### config.mk
export PLATFORM = sky130hd
export DESIGN_NAME = weighted_automaton_cell_update
export DESIGN_NICKNAME = d
export VERILOG_FILES = /design/src/wacu_pkg.sv /design/src/wacu_cfg_regs.sv /design/src/wacu_datapath.sv /design/src/weighted_automaton_cell_update.sv
export SDC_FILE = /design/constraint.sdc
export NUM_CORES = 1
export LEC_CHECK = 0
export BUFFER_PORTS_ARGS = -buffer_cell sky130_fd_sc_hd__buf_4
export CAP_MARGIN = 20
export CORE_ASPECT_RATIO = 1.25
export CORE_UTILIZATION = 35
export DETAILED_ROUTE_END_ITERATION = 10
export PLACE_DENSITY_LB_ADDON = 0.05
export SYNTH_ARGS = -nofsm -noshare
export SYNTH_HDL_FRONTEND = slang
export SYNTH_SLANG_ARGS = --single-unit
export TNS_END_PERCENT = 50
### constraint.sdc
create_clock -name clk -period 19.8 [get_ports clk]
set_input_delay 1.98 -clock clk [delete_from_list [all_inputs] [get_ports clk]]
set_output_delay 1.98 -clock clk [all_outputs]
set_load 0.1 [all_outputs]
### src/wacu_pkg.sv
package wacu_pkg;

  localparam int WEIGHT_W    = 16;
  localparam int SUM_W       = 20;
  localparam int TEMP_W      = 16;
  localparam int NB_W        = 8;
  localparam int KREG_W      = 48;
  localparam int RULE_W      = 19;
  localparam int RULE_SLOTS  = 3;
  localparam int RTAB_W      = RULE_W * RULE_SLOTS;
  localparam int RCNT_W      = 2;
  localparam int CODE_W      = 3;
  localparam int CFG_IDX_W   = 3;
  localparam int CFG_DATA_W  = RTAB_W;
  localparam int IN_TDATA_W  = 32;
  localparam int OUT_TDATA_W = 24;

  localparam logic signed [TEMP_W-1:0] TEMP_LIMIT_RESET = 16'sd8000;

  typedef enum logic [CFG_IDX_W-1:0] {
    CFG_KERNEL_LOW  = 3'd0,
    CFG_KERNEL_MID  = 3'd1,
    CFG_KERNEL_HIGH = 3'd2,
    CFG_RULE_TABLE  = 3'd3,
    CFG_RULE_COUNT  = 3'd4,
    CFG_TEMP_LIMIT  = 3'd5
  } cfg_index_t;

  typedef enum logic [CODE_W-1:0] {
    CMP_LT = 3'd0,
    CMP_LE = 3'd1,
    CMP_EQ = 3'd2,
    CMP_GE = 3'd3,
    CMP_GT = 3'd4
  } cmp_code_t;

  typedef enum logic [1:0] {
    STATUS_IDLE   = 2'd0,
    STATUS_ACTIVE = 2'd1,
    STATUS_ERROR  = 2'd2
  } node_status_t;

  typedef struct packed {
    logic [KREG_W-1:0]        kernel_high;
    logic [KREG_W-1:0]        kernel_mid;
    logic [KREG_W-1:0]        kernel_low;
    logic [RTAB_W-1:0]        rule_table;
    logic [RCNT_W-1:0]        rule_count;
    logic signed [TEMP_W-1:0] temp_limit;
  } cfg_t;

endpackage

### src/wacu_cfg_regs.sv
module wacu_cfg_regs (
  input  logic                              clk,
  input  logic                              rst,
  input  logic                              cfg_valid,
  output logic                              cfg_ready,
  input  logic [wacu_pkg::CFG_IDX_W-1:0]    cfg_index,
  input  logic [wacu_pkg::CFG_DATA_W-1:0]   cfg_data,
  output wacu_pkg::cfg_t                    cfg
);

  assign cfg_ready = 1'b1;

  always_ff @(posedge clk) begin
    if (rst) begin
      cfg.kernel_low  <= '0;
      cfg.kernel_mid  <= '0;
      cfg.kernel_high <= '0;
      cfg.rule_table  <= '0;
      cfg.rule_count  <= '0;
      cfg.temp_limit  <= wacu_pkg::TEMP_LIMIT_RESET;
    end else if (cfg_valid) begin
      unique case (wacu_pkg::cfg_index_t'(cfg_index))
        wacu_pkg::CFG_KERNEL_LOW:  cfg.kernel_low  <= cfg_data[wacu_pkg::KREG_W-1:0];
        wacu_pkg::CFG_KERNEL_MID:  cfg.kernel_mid  <= cfg_data[wacu_pkg::KREG_W-1:0];
        wacu_pkg::CFG_KERNEL_HIGH: cfg.kernel_high <= cfg_data[wacu_pkg::KREG_W-1:0];
        wacu_pkg::CFG_RULE_TABLE:  cfg.rule_table  <= cfg_data[wacu_pkg::RTAB_W-1:0];
        wacu_pkg::CFG_RULE_COUNT:  cfg.rule_count  <= cfg_data[wacu_pkg::RCNT_W-1:0];
        wacu_pkg::CFG_TEMP_LIMIT:  cfg.temp_limit  <= cfg_data[wacu_pkg::TEMP_W-1:0];
        default: ;
      endcase
    end
  end

endmodule

### src/wacu_datapath.sv
module wacu_datapath #(
  parameter int KERNEL_TAPS = 9,
  parameter int MAX_RULES   = 3
) (
  input  wacu_pkg::cfg_t                          cfg,
  input  logic [wacu_pkg::NB_W-1:0]               neighbours,
  input  logic                                    presence,
  input  logic signed [wacu_pkg::TEMP_W-1:0]      temperature,
  input  logic                                    cell_value,
  output logic                                    new_value,
  output logic [1:0]                              node_status,
  output logic signed [wacu_pkg::SUM_W-1:0]       weighted_sum
);

  localparam int WW = wacu_pkg::WEIGHT_W;
  localparam int SW = wacu_pkg::SUM_W;

  logic [3*wacu_pkg::KREG_W-1:0] weights;
  logic [KERNEL_TAPS-1:0]        tap_on;
  logic signed [SW-1:0]          term [KERNEL_TAPS];
  logic [MAX_RULES-1:0]          rule_hit;
  logic [MAX_RULES-1:0]          rule_en;
  logic [wacu_pkg::RCNT_W-1:0]   count_eff;

  assign weights = {cfg.kernel_high, cfg.kernel_mid, cfg.kernel_low};

  // own value always drives the last tap; neighbour bits beyond it are dropped
  genvar t;
  generate
    for (t = 0; t < KERNEL_TAPS; t++) begin : g_tap
      if (t == KERNEL_TAPS - 1) begin : g_own
        assign tap_on[t] = cell_value;
      end else if (t == 0) begin : g_first
        assign tap_on[t] = neighbours[0] | presence;
      end else begin : g_nb
        assign tap_on[t] = neighbours[t];
      end
      assign term[t] = tap_on[t] ?
        {{(SW-WW){weights[WW*t+WW-1]}}, weights[WW*t +: WW]} : '0;
    end
  endgenerate

  always_comb begin
    weighted_sum = '0;
    for (int i = 0; i < KERNEL_TAPS; i++) begin
      weighted_sum = weighted_sum + term[i];
    end
  end

  assign count_eff = (cfg.rule_count > wacu_pkg::RCNT_W'(MAX_RULES)) ?
                     wacu_pkg::RCNT_W'(MAX_RULES) : cfg.rule_count;

  genvar k;
  generate
    for (k = 0; k < MAX_RULES; k++) begin : g_rule
      logic [wacu_pkg::CODE_W-1:0] code;
      logic signed [SW-1:0]        thr;
      assign code = cfg.rule_table[wacu_pkg::RULE_W*k +: wacu_pkg::CODE_W];
      assign thr  = {{(SW-WW){cfg.rule_table[wacu_pkg::RULE_W*k + wacu_pkg::CODE_W + WW - 1]}},
                     cfg.rule_table[wacu_pkg::RULE_W*k + wacu_pkg::CODE_W +: WW]};
      assign rule_en[k] = wacu_pkg::RCNT_W'(k) < count_eff;
      always_comb begin
        unique case (code)
          wacu_pkg::CMP_LT: rule_hit[k] = weighted_sum <  thr;
          wacu_pkg::CMP_LE: rule_hit[k] = weighted_sum <= thr;
          wacu_pkg::CMP_EQ: rule_hit[k] = weighted_sum == thr;
          wacu_pkg::CMP_GE: rule_hit[k] = weighted_sum >= thr;
          wacu_pkg::CMP_GT: rule_hit[k] = weighted_sum >  thr;
          default:          rule_hit[k] = 1'b0;
        endcase
      end
    end
  endgenerate

  // the new value is set if any enabled rule hits; with no rule enabled, by a positive sum
  assign new_value = (count_eff == '0) ? (weighted_sum > 0) : |(rule_hit & rule_en);

  assign node_status = (temperature > cfg.temp_limit) ? wacu_pkg::STATUS_ERROR :
                       (new_value ? wacu_pkg::STATUS_ACTIVE : wacu_pkg::STATUS_IDLE);

endmodule

### src/weighted_automaton_cell_update.sv
// Weighted-sum automaton cell: each input beat is one generation tick. The
// beat lands in an input register, the kernel sum over the neighbour bits and
// the stored own value, the rule checks and the temperature check run in one
// combinational pass, and the result goes to an output register together with
// the new own value. One beat is taken every cycle unless the input stalls, and
// the own value is fed back through its register, so the tick rate is set by
// that single pass. The input side stalls only while a finished result waits
// at the output and the input register is full. Configuration writes are taken
// every cycle and belong to idle periods.
module weighted_automaton_cell_update #(
  parameter int KERNEL_TAPS = 9,
  parameter int MAX_RULES   = 3
) (
  input  logic                                  clk,
  input  logic                                  rst,
  input  logic                                  s_axis_tvalid,
  output logic                                  s_axis_tready,
  // neighbours[7:0], presence[8], temperature[24:9], zero pad above
  input  logic [wacu_pkg::IN_TDATA_W-1:0]       s_axis_tdata,
  output logic                                  m_axis_tvalid,
  input  logic                                  m_axis_tready,
  // new_value[0], node_status[2:1], weighted_sum[22:3], zero pad above
  output logic [wacu_pkg::OUT_TDATA_W-1:0]      m_axis_tdata,
  input  logic                                  cfg_valid,
  output logic                                  cfg_ready,
  input  logic [wacu_pkg::CFG_IDX_W-1:0]        cfg_index,
  input  logic [wacu_pkg::CFG_DATA_W-1:0]       cfg_data
);

  localparam int NBW = wacu_pkg::NB_W;
  localparam int TW  = wacu_pkg::TEMP_W;
  localparam int SW  = wacu_pkg::SUM_W;

  wacu_pkg::cfg_t cfg;

  logic                 in_valid;
  logic [NBW-1:0]       in_nb;
  logic                 in_presence;
  logic signed [TW-1:0] in_temp;
  logic                 advance;

  logic                 cell_value;
  logic                 calc_value;
  logic [1:0]           calc_status;
  logic signed [SW-1:0] calc_sum;

  logic                 out_valid;
  logic                 out_value;
  logic [1:0]           out_status;
  logic signed [SW-1:0] out_sum;

  wacu_cfg_regs u_cfg (
    .clk       (clk),
    .rst       (rst),
    .cfg_valid (cfg_valid),
    .cfg_ready (cfg_ready),
    .cfg_index (cfg_index),
    .cfg_data  (cfg_data),
    .cfg       (cfg)
  );

  assign advance       = in_valid && (!out_valid || m_axis_tready);
  assign s_axis_tready = !in_valid || advance;

  always_ff @(posedge clk) begin
    if (rst) begin
      in_valid <= 1'b0;
    end else if (s_axis_tready) begin
      in_valid <= s_axis_tvalid;
    end
  end

  always_ff @(posedge clk) begin
    if (s_axis_tvalid && s_axis_tready) begin
      in_nb       <= s_axis_tdata[NBW-1:0];
      in_presence <= s_axis_tdata[NBW];
      in_temp     <= s_axis_tdata[NBW+1 +: TW];
    end
  end

  wacu_datapath #(
    .KERNEL_TAPS (KERNEL_TAPS),
    .MAX_RULES   (MAX_RULES)
  ) u_dp (
    .cfg          (cfg),
    .neighbours   (in_nb),
    .presence     (in_presence),
    .temperature  (in_temp),
    .cell_value   (cell_value),
    .new_value    (calc_value),
    .node_status  (calc_status),
    .weighted_sum (calc_sum)
  );

  always_ff @(posedge clk) begin
    if (rst) begin
      cell_value <= 1'b0;
      out_valid  <= 1'b0;
    end else begin
      if (advance) begin
        cell_value <= calc_value;
        out_valid  <= 1'b1;
      end else if (m_axis_tready) begin
        out_valid  <= 1'b0;
      end
    end
  end

  always_ff @(posedge clk) begin
    if (advance) begin
      out_value  <= calc_value;
      out_status <= calc_status;
      out_sum    <= calc_sum;
    end
  end

  assign m_axis_tvalid = out_valid;
  assign m_axis_tdata  = {{(wacu_pkg::OUT_TDATA_W-SW-3){1'b0}}, out_sum, out_status, out_value};

endmodule

==> impl_metrics.toml <==
[floorplanning]
dieHeight_um = 240
start_util_pct = 35.7
core_um2 = 44400
die_area_um2 = 46200
die_w_um = 193
io_pins = 124
rows = 86

[clock_tree]
cts_tree = "built"
cts_hold_buf = 0
clock_sinks = 270
numCtsBuffers = 34
cts.repair.resized = 0
htree_levels = 2
cts.path.max_buffers = 3
clockRootBuffer = "clkbuf_16"
clk_latency_ps = 530
clkTransAtPathRegs_ps = 60
post_cts_buffers = 0

[logic_synthesis]
synth_area_per_cell_um2 = 8.48
synth_cells = 1872
synth-async-reset-ratio_pct = 0
syn_area_um2 = 15900
ys_seq_area_share_pct = 37.1
synth_nets = 2180
ys.flop_type = "dfxtp_1"
synth_edf_count = 48
yosys_warnings = 0
synth_cell_types = 70
synth-seq-cells = 270

[worst_setup_path]
cpPeakStageDelay_ps = 1020
cp-start-kind = "register"
cpLargestDelayFamily = "adder cells"
critPathLaunch = "in_nb[2]"
critPathBufInv = 4
cp.arrival_ps = 8580
criticalPathCategory = "reg -> reg"
reg2reg_from = "in_nb[2]"
crit_required_ps = 20030
cpMostUsedCell = "fa_1"
reg2regPathDepth = 25
r2r_slack_ps = 11460
cp-end-kind = "register"
cp_max_fo = 16
cpMaxStageDelayCell = "edfxtp_1"
cp.depth = 25

[sta]
skew_ps = 16.2
drv_slew = 0
worst_slew_margin_rel_pct = 23.1
rsz0062_at_grt = "no"
setup_viol = 0
hold_violations = 0
clock.fmax_mhz = 120
setup-tns-final_ps = 0
period_share_pct = 42.1
period_needed_ps = 8340
worst_pin_slew_ps = 1150

[place]
io_buffer_count = 114
place.gp.congestion = 0.894
hpwl_mm = 36.3
post_dp_cell_area_um2 = 17300

[routing]
firstDrtPassIters = 8
antenna_left = 0
dr_total_vias = 12702
post-route-drc-count = 30
drt_iter0_markers = 584
avgViaCountPerCell = 4.98
wl_per_cell_um = 20.3
routed_wl_mm = 51.8

[global_route]
grt_pass1_vias = 12770
grt-ovfl-total = 0
grt_pass1_wl_mm = 77.9
antenna_found_initial = 1
grt_max_degree = 84
grt_usage_pct = 23.1

[power]
seqPwrFrac_pct = 41.1
p_int_w = 0.00101
irDropWorstVdd_uv = 44.6
comb_power_share_pct = 17.0
sw_frac_of_total_pct = 29.7
power_switching_w = 0.000428
power_leakage_nw = 7.60
p_per_area_nw_per_um2 = 78.5
power.share.clock_pct = 42.0

[layout]
final_cell_mix = "nand2_1 (520), a21oi_1 (252), dfxtp_1 (222)"
design_area_um2 = 18300
area_growth_pct = 15.4
nets = 2261
final_common_cell = "nand2_1"
drive_gt1_share_pct = 10.3

[min_path]
holdPathStages = 2
hp-start = "u_cfg.cfg[133]"
min_path_type = "reg -> reg"

[status]
status = "complete, but fails checks"
violations = "DRC"

[job]
maxCapViolCount = 0
-- cells by family (layout without fill, tap and decap cells) --
kind of cell | count (synthesis) | after routing | synth area share [%]
simple gates | 756 | 756 | 21.2
compound gates | 335 | 335 | 11.8
buf+inv | 281 | 387 | 6.77
flops | 270 | 270 | 37.1
fa+ha+maj | 211 | 211 | 22.1
xor+xnor | 9 | 9 | 0.496
mux | 8 | 8 | 0.520
other cells | 2 | 3 | 0.0473
-- per-layer routing --
layer  vias up  part of all wire [%]  global-route usage, %
met5         -                     0                      0
met4         0                   3.2                   7.90
met3        69                   3.7                   2.76
met2       236                    49                   39.2
met1      6174                    44                   30.1
li1       6223                     -                      -
-- cell type report --
cell class / count / area [µm²]
inverter: 197 / 739
tap: 572 / 716
clock buffer: 54 / 1010
clock inverter: 7 / 60.1
fill: 4537 / 26100
antenna: 1 / 2.50
timing repair buffer: 129 / 972
sequential: 270 / 5890
multi-input combinational: 1321 / 8950
-- cell usage after synthesis, types with 4 or more instances --
cell | instances | area share [%]
nand2_1 | 521 | 12
a21oi_1 | 252 | 7.9
dfxtp_1 | 222 | 28
inv_1 | 197 | 4.7
fa_1 | 115 | 14
ha_1 | 96 | 7.6
and2_1 | 94 | 3.7
clkbuf_1 | 75 | 1.8
edfxtp_1 | 48 | 9.1
nor2_1 | 38 | 0.90
nand4_1 | 17 | 0.67
nor3_1 | 15 | 0.47
o21ai_0 | 15 | 0.47
nand3_1 | 12 | 0.38
a21o_1 | 11 | 0.52
o211ai_1 | 10 | 0.47
nor2b_1 | 9 | 0.35
o21a_1 | 9 | 0.43
a211oi_1 | 7 | 0.33
nand3b_1 | 7 | 0.33
xnor2_1 | 7 | 0.39
mux2i_1 | 6 | 0.38
or2_2 | 6 | 0.24
buf_1 | 5 | 0.12
nor4_1 | 5 | 0.20
nand2b_1 | 4 | 0.16
or3_1 | 4 | 0.16
-- registers in the layout (all words and copies together) (netlist names) --
| signal | cells |
|---|---|
| u_cfg.cfg | 219 |
| out_sum | 20 |
| in_temp | 16 |
| in_nb | 8 |
| out_status | 2 |
| cell_value | 1 |
| in_presence | 1 |
| in_valid | 1 |
| m_axis_tvalid | 1 |
| out_value | 1 |
-- per-stage QoR --
stage                     hold slack [ps]  total power (W)  setup slack [ps]  util, %  instances
after floorplan                       432         0.000756             12950        -       1872
after global placement                437         0.000845             11600     38.8       2489
after detailed placement              442         0.000849             11530     38.8       2489
after CTS                             449          0.00146             11450     41.2       2550
after global routing                  470          0.00150             11070     41.2       2550
final                                 448          0.00144             11460     41.2       2551
-- worst paths after layout --
kind | to
max | out_status[0]
min | u_cfg.cfg[133]
max reg2reg | out_status[0]
min reg2reg | u_cfg.cfg[133]
-- tightest hold or removal path, delay by kind of cell, from the launching register on --
kind | cells | cell delay (ps)
AOI/OAI and AO/OA | 1 | 50
DFF | 1 | 300
and+or+nand+nor | 1 | 50
-- power by group through the flow --
stage	combinational, W	sequential [W]	clock, W
CTS	0.000246	0.000592	0.000620
finish	0.000244	0.000591	0.000604
floorplan	0.000137	0.000618	0
detailed placement	0.000245	0.000604	0
global placement	0.000242	0.000603	0
global route	0.000269	0.000593	0.000642
Note: power is estimated with default switching activity, not from simulation.
